===== src/design/rws_pkg.sv =====
// Package for the ready and wakeup task scheduler.
// Item types, operation codes, sequencer states and defaults; no dependencies.
`timescale 1ns / 1ps
`default_nettype none
package rws_pkg;

  localparam int NumTasksDefault = 16;

  typedef enum logic [2:0] {
    OP_MAKE_READY = 3'd0,
    OP_SET_WAIT   = 3'd1,
    OP_WAKE       = 3'd2,
    OP_PREEMPT    = 3'd3,
    OP_CHOOSE     = 3'd4,
    OP_NONE       = 3'd7
  } op_t;

  typedef enum logic [2:0] {
    ST_IDLE,
    ST_WRITE,
    ST_SCAN,
    ST_DRAIN,
    ST_FIN
  } state_t;

  typedef struct packed {
    logic [2:0]  operation;
    logic [3:0]  task_req;
    logic [63:0] key;
    logic [63:0] wake_date;
    logic [63:0] now;
  } in_item_t;

  typedef struct packed {
    logic [3:0]  chosen_task;
    logic        go_idle;
    logic        timer_set;
    logic [63:0] timer_date;
    logic [4:0]  woken_count;
  } out_item_t;

endpackage
`default_nettype wire


===== src/design/rws_store.sv =====
// Per-task key and wakeup date memories, one write and one registered read each.
// Depends on rws_pkg.
`timescale 1ns / 1ps
`default_nettype none
module rws_store
  import rws_pkg::*;
#(
  parameter int NUM_TASKS = NumTasksDefault,
  localparam int IdxW = (NUM_TASKS > 1) ? $clog2(NUM_TASKS) : 1
) (
  input  wire logic            clk,
  input  wire logic            key_we,
  input  wire logic            date_we,
  input  wire logic [IdxW-1:0] waddr,
  input  wire logic [IdxW-1:0] raddr,
  input  wire logic [63:0]     key_wdata,
  input  wire logic [63:0]     date_wdata,
  output logic      [63:0]     key_rdata,
  output logic      [63:0]     date_rdata
);

  logic [63:0] key_mem  [NUM_TASKS];
  logic [63:0] date_mem [NUM_TASKS];

  always_ff @(posedge clk) begin
    if (key_we) begin
      key_mem[waddr] <= key_wdata;
    end
    if (date_we) begin
      date_mem[waddr] <= date_wdata;
    end
    key_rdata  <= key_mem[raddr];
    date_rdata <= date_mem[raddr];
  end

endmodule
`default_nettype wire


===== src/design/rws_core.sv =====
// Sequencer, ready/waiting marks and scan datapath of the task scheduler.
// Depends on rws_pkg and rws_store.
`timescale 1ns / 1ps
`default_nettype none
module rws_core
  import rws_pkg::*;
#(
  parameter int NUM_TASKS = NumTasksDefault,
  localparam int IdxW = (NUM_TASKS > 1) ? $clog2(NUM_TASKS) : 1,
  localparam int CntW = $clog2(NUM_TASKS + 1)
) (
  input  wire logic      clk,
  input  wire logic      rst,
  input  wire logic      policy,
  input  wire logic      in_valid,
  input  wire in_item_t  in_data,
  output logic           in_stall,
  input  wire logic      out_free,
  output logic           res_valid,
  output out_item_t      res_data
);

  state_t state, state_next;

  logic [NUM_TASKS-1:0] ready_mark;
  logic [NUM_TASKS-1:0] waiting_mark;

  logic [2:0]      op_q;
  logic [IdxW-1:0] tidx_q;
  logic [63:0]     key_q;
  logic [63:0]     date_q;
  logic [63:0]     now_q;

  logic [CntW-1:0] cnt;
  logic            rd_pending;
  logic [IdxW-1:0] rd_idx;
  logic            best_found;
  logic [IdxW-1:0] best_idx;
  logic [63:0]     best_val;
  logic [4:0]      woken;

  logic [63:0] key_rdata, date_rdata;

  logic [IdxW+3:0] req_ext;
  logic [IdxW-1:0] req_idx;
  logic            req_ok;
  logic            named;
  logic            scan_hit;
  logic            preempt_win;
  logic [IdxW+3:0] best_ext;
  logic [IdxW+3:0] tidx_ext;

  assign req_ext = {{IdxW{1'b0}}, in_data.task_req};
  assign req_idx = req_ext[IdxW-1:0];
  assign req_ok  = 32'(in_data.task_req) < NUM_TASKS;
  assign named   = (in_data.operation == OP_MAKE_READY) ||
                   (in_data.operation == OP_SET_WAIT) ||
                   (in_data.operation == OP_PREEMPT);

  // Writes happen only in ST_WRITE and reads only later, so no forwarding is needed.
  rws_store #(.NUM_TASKS(NUM_TASKS)) u_store (
    .clk        (clk),
    .key_we     (state == ST_WRITE),
    .date_we    ((state == ST_WRITE) && (op_q == OP_SET_WAIT)),
    .waddr      (tidx_q),
    .raddr      (cnt[IdxW-1:0]),
    .key_wdata  (key_q),
    .date_wdata (date_q),
    .key_rdata  (key_rdata),
    .date_rdata (date_rdata)
  );

  // Whether the entry returning from memory replaces the running best.
  always_comb begin
    scan_hit = 1'b0;
    case (op_q)
      OP_SET_WAIT: begin
        scan_hit = waiting_mark[rd_idx] && (!best_found || date_rdata < best_val);
      end
      OP_PREEMPT, OP_CHOOSE: begin
        scan_hit = ready_mark[rd_idx] && (!best_found ||
                   (policy ? (key_rdata < best_val) : (key_rdata > best_val)));
      end
      default: scan_hit = 1'b0;
    endcase
  end

  assign preempt_win = best_found &&
                       (policy ? (best_val < key_q) : (best_val > key_q));
  assign best_ext    = {4'b0, best_idx};
  assign tidx_ext    = {4'b0, tidx_q};

  always_comb begin
    state_next = state;
    in_stall   = (state != ST_IDLE);
    res_valid  = 1'b0;
    res_data   = '0;
    case (state)
      ST_IDLE: begin
        if (in_valid) begin
          if (named && req_ok) begin
            state_next = ST_WRITE;
          end else if (in_data.operation == OP_WAKE || in_data.operation == OP_CHOOSE) begin
            state_next = ST_SCAN;
          end else begin
            state_next = ST_FIN;
          end
        end
      end
      ST_WRITE: begin
        state_next = (op_q == OP_MAKE_READY) ? ST_FIN : ST_SCAN;
      end
      ST_SCAN: begin
        if (cnt == CntW'(NUM_TASKS - 1)) begin
          state_next = ST_DRAIN;
        end
      end
      ST_DRAIN: begin
        state_next = ST_FIN;
      end
      ST_FIN: begin
        res_valid = out_free;
        case (op_q)
          OP_SET_WAIT: begin
            res_data.timer_set  = 1'b1;
            res_data.timer_date = best_val;
          end
          OP_WAKE: res_data.woken_count = woken;
          OP_PREEMPT: begin
            res_data.chosen_task = preempt_win ? best_ext[3:0] : tidx_ext[3:0];
          end
          OP_CHOOSE: begin
            res_data.chosen_task = best_found ? best_ext[3:0] : 4'd0;
            res_data.go_idle     = !best_found;
          end
          default: res_data = '0;
        endcase
        if (out_free) begin
          state_next = ST_IDLE;
        end
      end
      default: state_next = ST_IDLE;
    endcase
  end

  always_ff @(posedge clk) begin
    if (rst) begin
      state        <= ST_IDLE;
      ready_mark   <= '0;
      waiting_mark <= '0;
      rd_pending   <= 1'b0;
      op_q         <= OP_NONE;
    end else begin
      state <= state_next;
      if (state == ST_IDLE && in_valid) begin
        // named ops on an out-of-range task fall through as an unknown op
        op_q       <= (named && !req_ok) ? OP_NONE : in_data.operation;
        tidx_q     <= req_idx;
        key_q      <= in_data.key;
        date_q     <= in_data.wake_date;
        now_q      <= in_data.now;
        cnt        <= '0;
        best_found <= 1'b0;
        woken      <= '0;
      end
      if (state == ST_WRITE) begin
        if (op_q == OP_MAKE_READY) begin
          ready_mark[tidx_q]   <= 1'b1;
          waiting_mark[tidx_q] <= 1'b0;
        end else if (op_q == OP_SET_WAIT) begin
          ready_mark[tidx_q]   <= 1'b0;
          waiting_mark[tidx_q] <= 1'b1;
        end
      end
      if (state == ST_SCAN) begin
        rd_pending <= 1'b1;
        rd_idx     <= cnt[IdxW-1:0];
        cnt        <= cnt + 1'b1;
      end else begin
        rd_pending <= 1'b0;
      end
      if (rd_pending) begin
        if (op_q == OP_WAKE) begin
          if (waiting_mark[rd_idx] && date_rdata <= now_q) begin
            waiting_mark[rd_idx] <= 1'b0;
            ready_mark[rd_idx]   <= 1'b1;
            woken                <= woken + 1'b1;
          end
        end else if (scan_hit) begin
          best_found <= 1'b1;
          best_idx   <= rd_idx;
          best_val   <= (op_q == OP_SET_WAIT) ? date_rdata : key_rdata;
        end
      end
      if (state == ST_FIN && out_free) begin
        if (op_q == OP_PREEMPT && preempt_win) begin
          ready_mark[best_idx] <= 1'b0;
          ready_mark[tidx_q]   <= 1'b1;
          waiting_mark[tidx_q] <= 1'b0;
        end else if (op_q == OP_CHOOSE && best_found) begin
          ready_mark[best_idx] <= 1'b0;
        end
      end
    end
  end

endmodule
`default_nettype wire


===== src/design/ready_and_wakeup_task_scheduler.sv =====
// Top level of the ready and wakeup task scheduler: policy register and result register.
// Depends on rws_pkg and rws_core.
`timescale 1ns / 1ps
`default_nettype none
// Tracks NUM_TASKS tasks with ready and waiting marks in flip-flops and per-task
// keys and wakeup dates in two single-port-per-side memories. Make ready writes
// the key and marks only; set waiting, wake, preempt and choose scan every task
// entry through the memory read port, one entry per cycle (set waiting and preempt
// write the task's key first). One item is processed at a time; a finished result
// sits in the output register while the next item is taken. Policy must be written
// only while no item is in flight; the block itself does not enforce it.
module ready_and_wakeup_task_scheduler
  import rws_pkg::*;
#(
  parameter int NUM_TASKS = NumTasksDefault
) (
  input  wire logic      clk,
  input  wire logic      rst,
  input  wire logic      cfg_we,
  input  wire logic      cfg_wdata,
  input  wire logic      in_valid,
  output logic           in_stall,
  input  wire in_item_t  in_data,
  output logic           out_valid,
  input  wire logic      out_stall,
  output out_item_t      out_data
);

  logic      policy;
  logic      out_free;
  logic      res_valid;
  out_item_t res_data;

  assign out_free = !out_valid || !out_stall;

  rws_core #(.NUM_TASKS(NUM_TASKS)) u_core (
    .clk       (clk),
    .rst       (rst),
    .policy    (policy),
    .in_valid  (in_valid),
    .in_data   (in_data),
    .in_stall  (in_stall),
    .out_free  (out_free),
    .res_valid (res_valid),
    .res_data  (res_data)
  );

  always_ff @(posedge clk) begin
    if (rst) begin
      policy    <= 1'b0;
      out_valid <= 1'b0;
    end else begin
      if (cfg_we) begin
        policy <= cfg_wdata;
      end
      if (res_valid) begin
        out_valid <= 1'b1;
      end else if (!out_stall) begin
        out_valid <= 1'b0;
      end
    end
  end

  always_ff @(posedge clk) begin
    if (res_valid) begin
      out_data <= res_data;
    end
  end

endmodule
`default_nettype wire


===== config.mk =====
export PLATFORM = sky130hd
export DESIGN_NAME = ready_and_wakeup_task_scheduler
export DESIGN_NICKNAME = d
export VERILOG_FILES = /design/src/design/rws_pkg.sv /design/src/design/rws_store.sv /design/src/design/rws_core.sv /design/src/design/ready_and_wakeup_task_scheduler.sv
export SDC_FILE = /design/constraint.sdc
export NUM_CORES = 2
export LEC_CHECK = 0
export BUFFER_PORTS_ARGS = -buffer_cell sky130_fd_sc_hd__clkbuf_2
export CAP_MARGIN = 20
export CORE_ASPECT_RATIO = 1.4
export CORE_UTILIZATION = 35
export CTS_BUF_LIST = sky130_fd_sc_hd__clkbuf_16
export CTS_CLUSTER_SIZE = 12
export DETAILED_ROUTE_END_ITERATION = 6
export PLACE_DENSITY_LB_ADDON = 0.25
export SYNTH_ARGS = -nofsm -noshare
export SYNTH_HDL_FRONTEND = slang
export SYNTH_HIERARCHICAL = 1
export SYNTH_SLANG_ARGS = --single-unit

===== constraint.sdc =====
create_clock -name clk -period 22 [get_ports clk]
set_input_delay 1.1 -clock clk [delete_from_list [all_inputs] [get_ports clk]]
set_output_delay 1.1 -clock clk [all_outputs]
set_load 0.02 [all_outputs]

* Word level (Yosys, flattened, before mapping) *
Memories as Yosys holds them, arrays and structs flattened. A register that Yosys moved wholly into a read port is not among the register bits.
Cells that the tools add are included.
Widths: inputs -> output; s select.

word-level totals
  memory bits (writable) = 2,048
  memories = 2
  flip-flop bits (word level) = 395

memory list
  memory                   words  bits a word  read ports  clocked after Yosys merged registers in  wr ports  line             RTL
  u_core.u_store.date_mem  16     64           1           1                                        1         rws_store.sv:23  logic [63:0] date_mem [NUM_TASKS];
  u_core.u_store.key_mem   16     64           1           1                                        1         rws_store.sv:22  logic [63:0] key_mem [NUM_TASKS];

cells by class
  reductions and logical operators = 35
  bitwise operators = 14
  eq/ne operators = 17
  add/subtract/negate cells = 2
  $lt $le $gt $ge = 12
  muxes and demuxes = 64

operators by type and width
  operator             count
  $mux 16              21
  $lt 64x64->1         3
  $gt 64x64->1         2
  $and 16x16->16       5
  $mux 65              1
  $le 64x64->1         1
  $mux 64              1
  $or 16x16->16        4
  $not 16->16          3
  $mux 5               6
  $mux 1               19
  $eq 3x2->1 const B   6
  $mux 3               6
  $lt 4x5->1 const B   3
  $pmux 3 s5           1
  $demux 1 s4          3
  $ge 4x1->1 const B   3
  $logic_and 1x1->1    12
  $reduce_and 2->1     6
  $add 5x1->5 const B  2
  $eq 3x1->1 const B   3
  $eq 3x3->1 const B   3
  $logic_not 3->1      3
  $bmux 1 s4           2
  14 further kinds     25

* Depth between registers and ports, before layout *
  depth in word-level cells = 19
  mapped depth = 13

* Hierarchy *
Netlist, hierarchy kept.

modules (own cells, without submodules)
  module                           sequential area each (µm²)  instances  area each (µm²)  cells an instance
  rws_store                        64,061.4                    1          79,747.7         3,404
  rws_core                         9,158.8                     1          19,160.9         1,746
  ready_and_wakeup_task_scheduler  2,292.2                     1          2,318.5          82

* Least setup slack after synthesis *
Ideal clock, no wire load.

  path kind = input to register
  from = input port rst
  to = register u_core.date_q[0] (enable)
  data required time = 21,244 ps
  arrival = 9,693 ps
  setup slack = 11,551 ps
  stages = 3
  cells stage by stage = clkbuf_1 > clkbuf_1 > nor2_1

on the way
  cells in the longest elaborated chain, start to end = 2

RTL lines
  element                     line                                   RTL
  start, declared             ready_and_wakeup_task_scheduler.sv:18  input wire logic rst,
  $not 1->1 (no line)         -
  $reduce_and 2->1 (no line)  -
  end signal, assigned        rws_core.sv:160                        date_q <= in_data.wake_date;
  end, declared               rws_core.sv:31                         logic [63:0] date_q;

Every way passes these cells.
A chain may end at the register's enable or synchronous reset.

* Worst setup path after layout *
  from = register u_core.rd_idx[3]
  to = register u_core.best_val[49] (enable)

on the way
  cells in the longest elaborated chain, start to end = 5
  elaborated cells on any way between the ends = 8
  those cells by class = 5 x mux; 3 x reduce/logical

RTL lines
  element                               line                            RTL
  start, declared                       rws_core.sv:36                  logic [IdxW-1:0] rd_idx;
  start signal, assigned                rws_core.sv:177                 rd_idx <= cnt[IdxW-1:0];
  $bmux 1 s4 (on tied branches)         rws_core.sv:81, rws_core.sv:78
  $mux 1 (on tied branches)             rws_core.sv:81, rws_core.sv:78
  $logic_and 1x1->1 (on tied branches)  rws_core.sv:81, rws_core.sv:78
  $pmux 1 s2 *                          rws_core.sv:76                  case (op_q)
  $reduce_and 4->1 (no line) *          -
  end signal, assigned                  rws_core.sv:192                 best_val <= (op_q == OP_SET_WAIT) ? date_rdata : key_rdata;
  end, declared                         rws_core.sv:39                  logic [63:0] best_val;

Every way passes the cells marked *; elsewhere a longest branch is shown, timed or not. The select of a mux whose other input is x is not followed.

==> flow_metrics.py <==
metrics = {
    "clock_tree": {
        "cts.path.max_buffers": 4,
        "cts-resized-gates": 0,
        "cts_max_level": 5,
        "cts_buffers": 273,
        "cts_hold_buf": 0,
        "cts-root-buf": "clkbuf_16",
        "cts.sink_count": 2571,
        "cts_tree": "yes",
        "clk_pin_slew_ns": 0.06,
        "clk_latency_ns": 0.87,
        "post_cts_buffers": 0,
    },
    "setup_path": {
        "crit_path_max_fanout": 52,
        "critical_path_class": "flip-flop to flip-flop",
        "worstReg2RegStart": "u_core/rd_idx[3]",
        "cp.required_ns": 22.45,
        "cp_data_arrival_time_ns": 5.11,
        "rr_worst_depth": 11,
        "end_kind": "flip-flop",
        "critPathLaunch": "u_core/rd_idx[3]",
        "cp-endpoint": "u_core/best_val[49]",
        "cp-start-kind": "flip-flop",
        "timing.rr.end": "u_core/best_val[49]",
        "rrSetupSlack_ns": 17.34,
    },
    "place": {
        "place_congestion": 0.894,
        "dp_hpwl_microns": 184000,
        "portBuffers": 281,
        "dp_slack_ns": 17.38,
    },
    "yosys": {
        "async_flop_share_pct": 0,
        "synth_ff_type": "edfxtp_1",
        "synth_area_per_cell_sq_um": 19.3,
        "postSynthCellCount": 5232,
        "synth_edf_count": 2402,
        "yosys_warnings": 6,
        "synth_area_sq_um": 101000,
        "syn_nets": 5695,
        "yosysSeqAreaShare_pct": 74.6,
        "synth.ff_latch_count": 2571,
        "synthDistinctLibCells": 73,
    },
    "detailed_routing": {
        "drt_iter0_markers": 5383,
        "ant_nets": 0,
        "dr.pass1.iters": 6,
        "vias_per_cell": 5.51,
        "num_vias": 53200,
        "drc": 0,
        "wl_per_cell_microns": 31.3,
        "totalWireLength_microns": 302000,
    },
    "pwr": {
        "peakVddDrop_v": 0.0000704,
        "internal_power_w": 0.00807,
        "seq_power_share_pct": 53.3,
        "swShare_pct": 22.9,
        "p_clk_share_pct": 40.3,
        "p_leak_nw": 38.8,
        "p_comb_share_pct": 6.4,
        "power.net_switching_w": 0.00240,
        "power_density_nw_per_um2": 90.6,
    },
    "sta": {
        "worst_slack_ns": 17.34,
        "grt_setup_unrepaired": "false",
        "setup_viol": 0,
        "slew_headroom_pct": 18.2,
        "tns_ns": 0,
        "slew_viol_final": 0,
        "holdWs_ns": 0.410,
        "hold_violations": 0,
        "min_period_ns": 4.66,
        "tightest_slew_ns": 1.22,
        "fmax_ghz": 0.215,
        "finClkSkew_ns": 0.100,
        "fin_crit_sh_pct": 21.2,
    },
    "worst_hold_path": {
        "hp-class": "input pin to flip-flop",
        "hold_start": "in_data[75]",
    },
    "floorplan": {
        "die_y_microns": 638,
        "io_pins": 282,
        "core_sq_um": 288000,
        "die_x_microns": 457,
        "row_count": 233,
        "initial_core_util_pct": 35.2,
        "die-area_sq_um": 291000,
    },
    "grt": {
        "grt_max_degree": 103,
        "grtUsageTotal_pct": 20.5,
        "grt_pass1_wl_microns": 421000,
        "grt_pass1_vias": 54500,
        "antenna_found_initial": 36,
        "grt_overflow_total": 0,
    },
    "final_layout": {
        "syn2layout_area_growth_pct": 14.2,
        "finalNetCount": 6158,
        "drive_gt1_share_pct": 24.0,
    },
    "status": {
        "outcome": "finished, final reports clean",
    },
    "run": {
        "max-cap-violations": 0,
    },
}
## worst max-delay path: stages (launching register included)
cell      delay, ns
edfxtp_1       0.94
mux2i_1        0.22
a22oi_1        0.26
and4b_1        0.35
o21ai_1        0.10
buf_4          0.21
a211oi_1       0.20
o21ai_0        0.24
buf_4          0.24
a221oi_1       0.34
a22o_4         0.35
buf_4          0.71
## synth_stat cells, types with 44 or more instances
| cell type | number | area (sq um) |
|---|---|---|
| buf_2 | 60 | 300 |
| nand4_1 | 54 | 338 |
| inv_1 | 205 | 769 |
| dfxtp_1 | 169 | 3380 |
| a22oi_1 | 224 | 1680 |
| a21o_1 | 44 | 330 |
| edfxtp_1 | 2402 | 72100 |
| and2_1 | 77 | 482 |
| mux4_2 | 476 | 10700 |
| nor2_1 | 120 | 450 |
| nor2b_1 | 60 | 375 |
| o21ai_0 | 73 | 365 |
| clkbuf_1 | 113 | 424 |
| mux2_2 | 132 | 1490 |
| a21oi_1 | 154 | 771 |
| ha_1 | 258 | 3230 |
| nand2_1 | 203 | 762 |
## kinds of logic after synthesis
logic type	share of synthesized area (%)
multiplexers	12.5
XOR/XNOR	0.0346
flip-flops	74.6
AND/OR/NAND/NOR	3.26
AO/OA/AOI/OAI	4.44
buffers and inverters	1.97
adder cells (fa/ha/maj)	3.19
## cell usage in the layout, fill, tap and decap left out, types with 7 or more instances in the layout
| cell | netlist | final |
|---|---|---|
| mux2i_1 | 32 | 32 |
| nor2_4 | 1 | 37 |
| diode_2 | 0 | 7 |
| mux2_1 | 12 | 12 |
| nand3_1 | 40 | 40 |
| and4_1 | 7 | 7 |
| o21ai_0 | 73 | 72 |
| nor3_1 | 25 | 24 |
| nand4_1 | 54 | 54 |
| mux4_2 | 476 | 476 |
| a22oi_1 | 224 | 224 |
| inv_1 | 205 | 331 |
| nor2_1 | 120 | 84 |
| ha_1 | 258 | 258 |
| nand2_1 | 203 | 203 |
| and2_1 | 77 | 75 |
| edfxtp_1 | 2402 | 2402 |
| a21oi_1 | 154 | 154 |
| o21ai_1 | 27 | 28 |
| mux2_2 | 132 | 132 |
| buf_4 | 22 | 127 |
| o211ai_1 | 11 | 11 |
| dfxtp_1 | 169 | 169 |
| inv_6 | 0 | 7 |
| clkinv_1 | 0 | 28 |
| a2111oi_2 | 10 | 10 |
| clkbuf_2 | 0 | 281 |
| nor2b_1 | 60 | 55 |
| clkbuf_16 | 0 | 281 |
| a221oi_1 | 23 | 23 |
| a21o_1 | 44 | 44 |
| and3_1 | 11 | 9 |
| nand2b_1 | 24 | 24 |
| clkinv_2 | 0 | 8 |
| o221ai_1 | 33 | 33 |
## state kept, by name, summed over array words and instances, names as in the netlist
signal	cells
u_core/op_q	3
out_valid	1
policy	1
u_core/best_found	1
u_core/date_q	64
u_core/state	3
u_core/tidx_q	4
u_core/u_store/key_mem	1024
u_core/cnt	5
u_core/now_q	64
u_core/woken	5
u_core/ready_mark	16
u_core/best_idx	4
out_data	75
u_core/u_store/date_mem	1024
u_core/u_store/key_rdata	64
u_core/key_q	64
u_core/u_store/date_rdata	64
u_core/best_val	64
u_core/waiting_mark	16
u_core/rd_idx	4
u_core/rd_pending	1
## power by group through the flow
| stage | Combinational [W] | Clock (W) | Sequential [W] |
|---|---|---|---|
| 3_5_place_dp | 0.000680 | 0 | 0.00568 |
| 4_1_cts | 0.000683 | 0.00432 | 0.00558 |
| 6_report | 0.000674 | 0.00422 | 0.00558 |
| 5_1_grt | 0.000725 | 0.00448 | 0.00559 |
| 3_3_place_gp | 0.000676 | 0 | 0.00568 |
| 2_1_floorplan | 0.000423 | 0 | 0.00560 |
## routing by layer
| metal | vias to the layer above | GRT usage (%) | wire length, microns |
|---|---|---|---|
| met5 | - | 0 | 48 |
| met4 | 8 | 7.38 | 11100 |
| met3 | 435 | 2.76 | 17100 |
| met2 | 1899 | 34.9 | 152000 |
| met1 | 28700 | 26.6 | 122000 |
| li1 | 22200 | - | - |
## worst min path at each step
stage                                    end  depth (start not counted)
after detailed placement           out_valid                          2
after global routing        u_core/key_q[44]                          1
after floorplan           u_core/best_idx[1]                          0
after global placement             out_valid                          2
after CTS                  u_core/date_q[11]                          1
final                      u_core/date_q[11]                          1
## layout make-up
| type | count | area (sq um) |
|---|---|---|
| antenna | 7 | 17.5 |
| inverter | 205 | 769 |
| fill | 25700 | 172000 |
| timing repair buffer | 419 | 2570 |
| clock buffer | 281 | 7030 |
| multi-input combinational | 2225 | 24100 |
| clock inverter | 184 | 966 |
| tap | 3760 | 4700 |
| sequential | 2571 | 75500 |
## through the flow
step | instance area, sq um | instances | util, % | power (W)
2_1_floorplan | 101000 | 5232 | - | 0.00603
3_3_place_gp | 107000 | 9170 | 37.3 | 0.00636
3_5_place_dp | 108000 | 9178 | 37.4 | 0.00636
4_1_cts | 116000 | 9643 | 40.2 | 0.0106
5_1_grt | 116000 | 9649 | 40.2 | 0.0108
6_report | 116000 | 9652 | 40.2 | 0.0105
No activity file was read; power rests on OpenSTA's default activity.
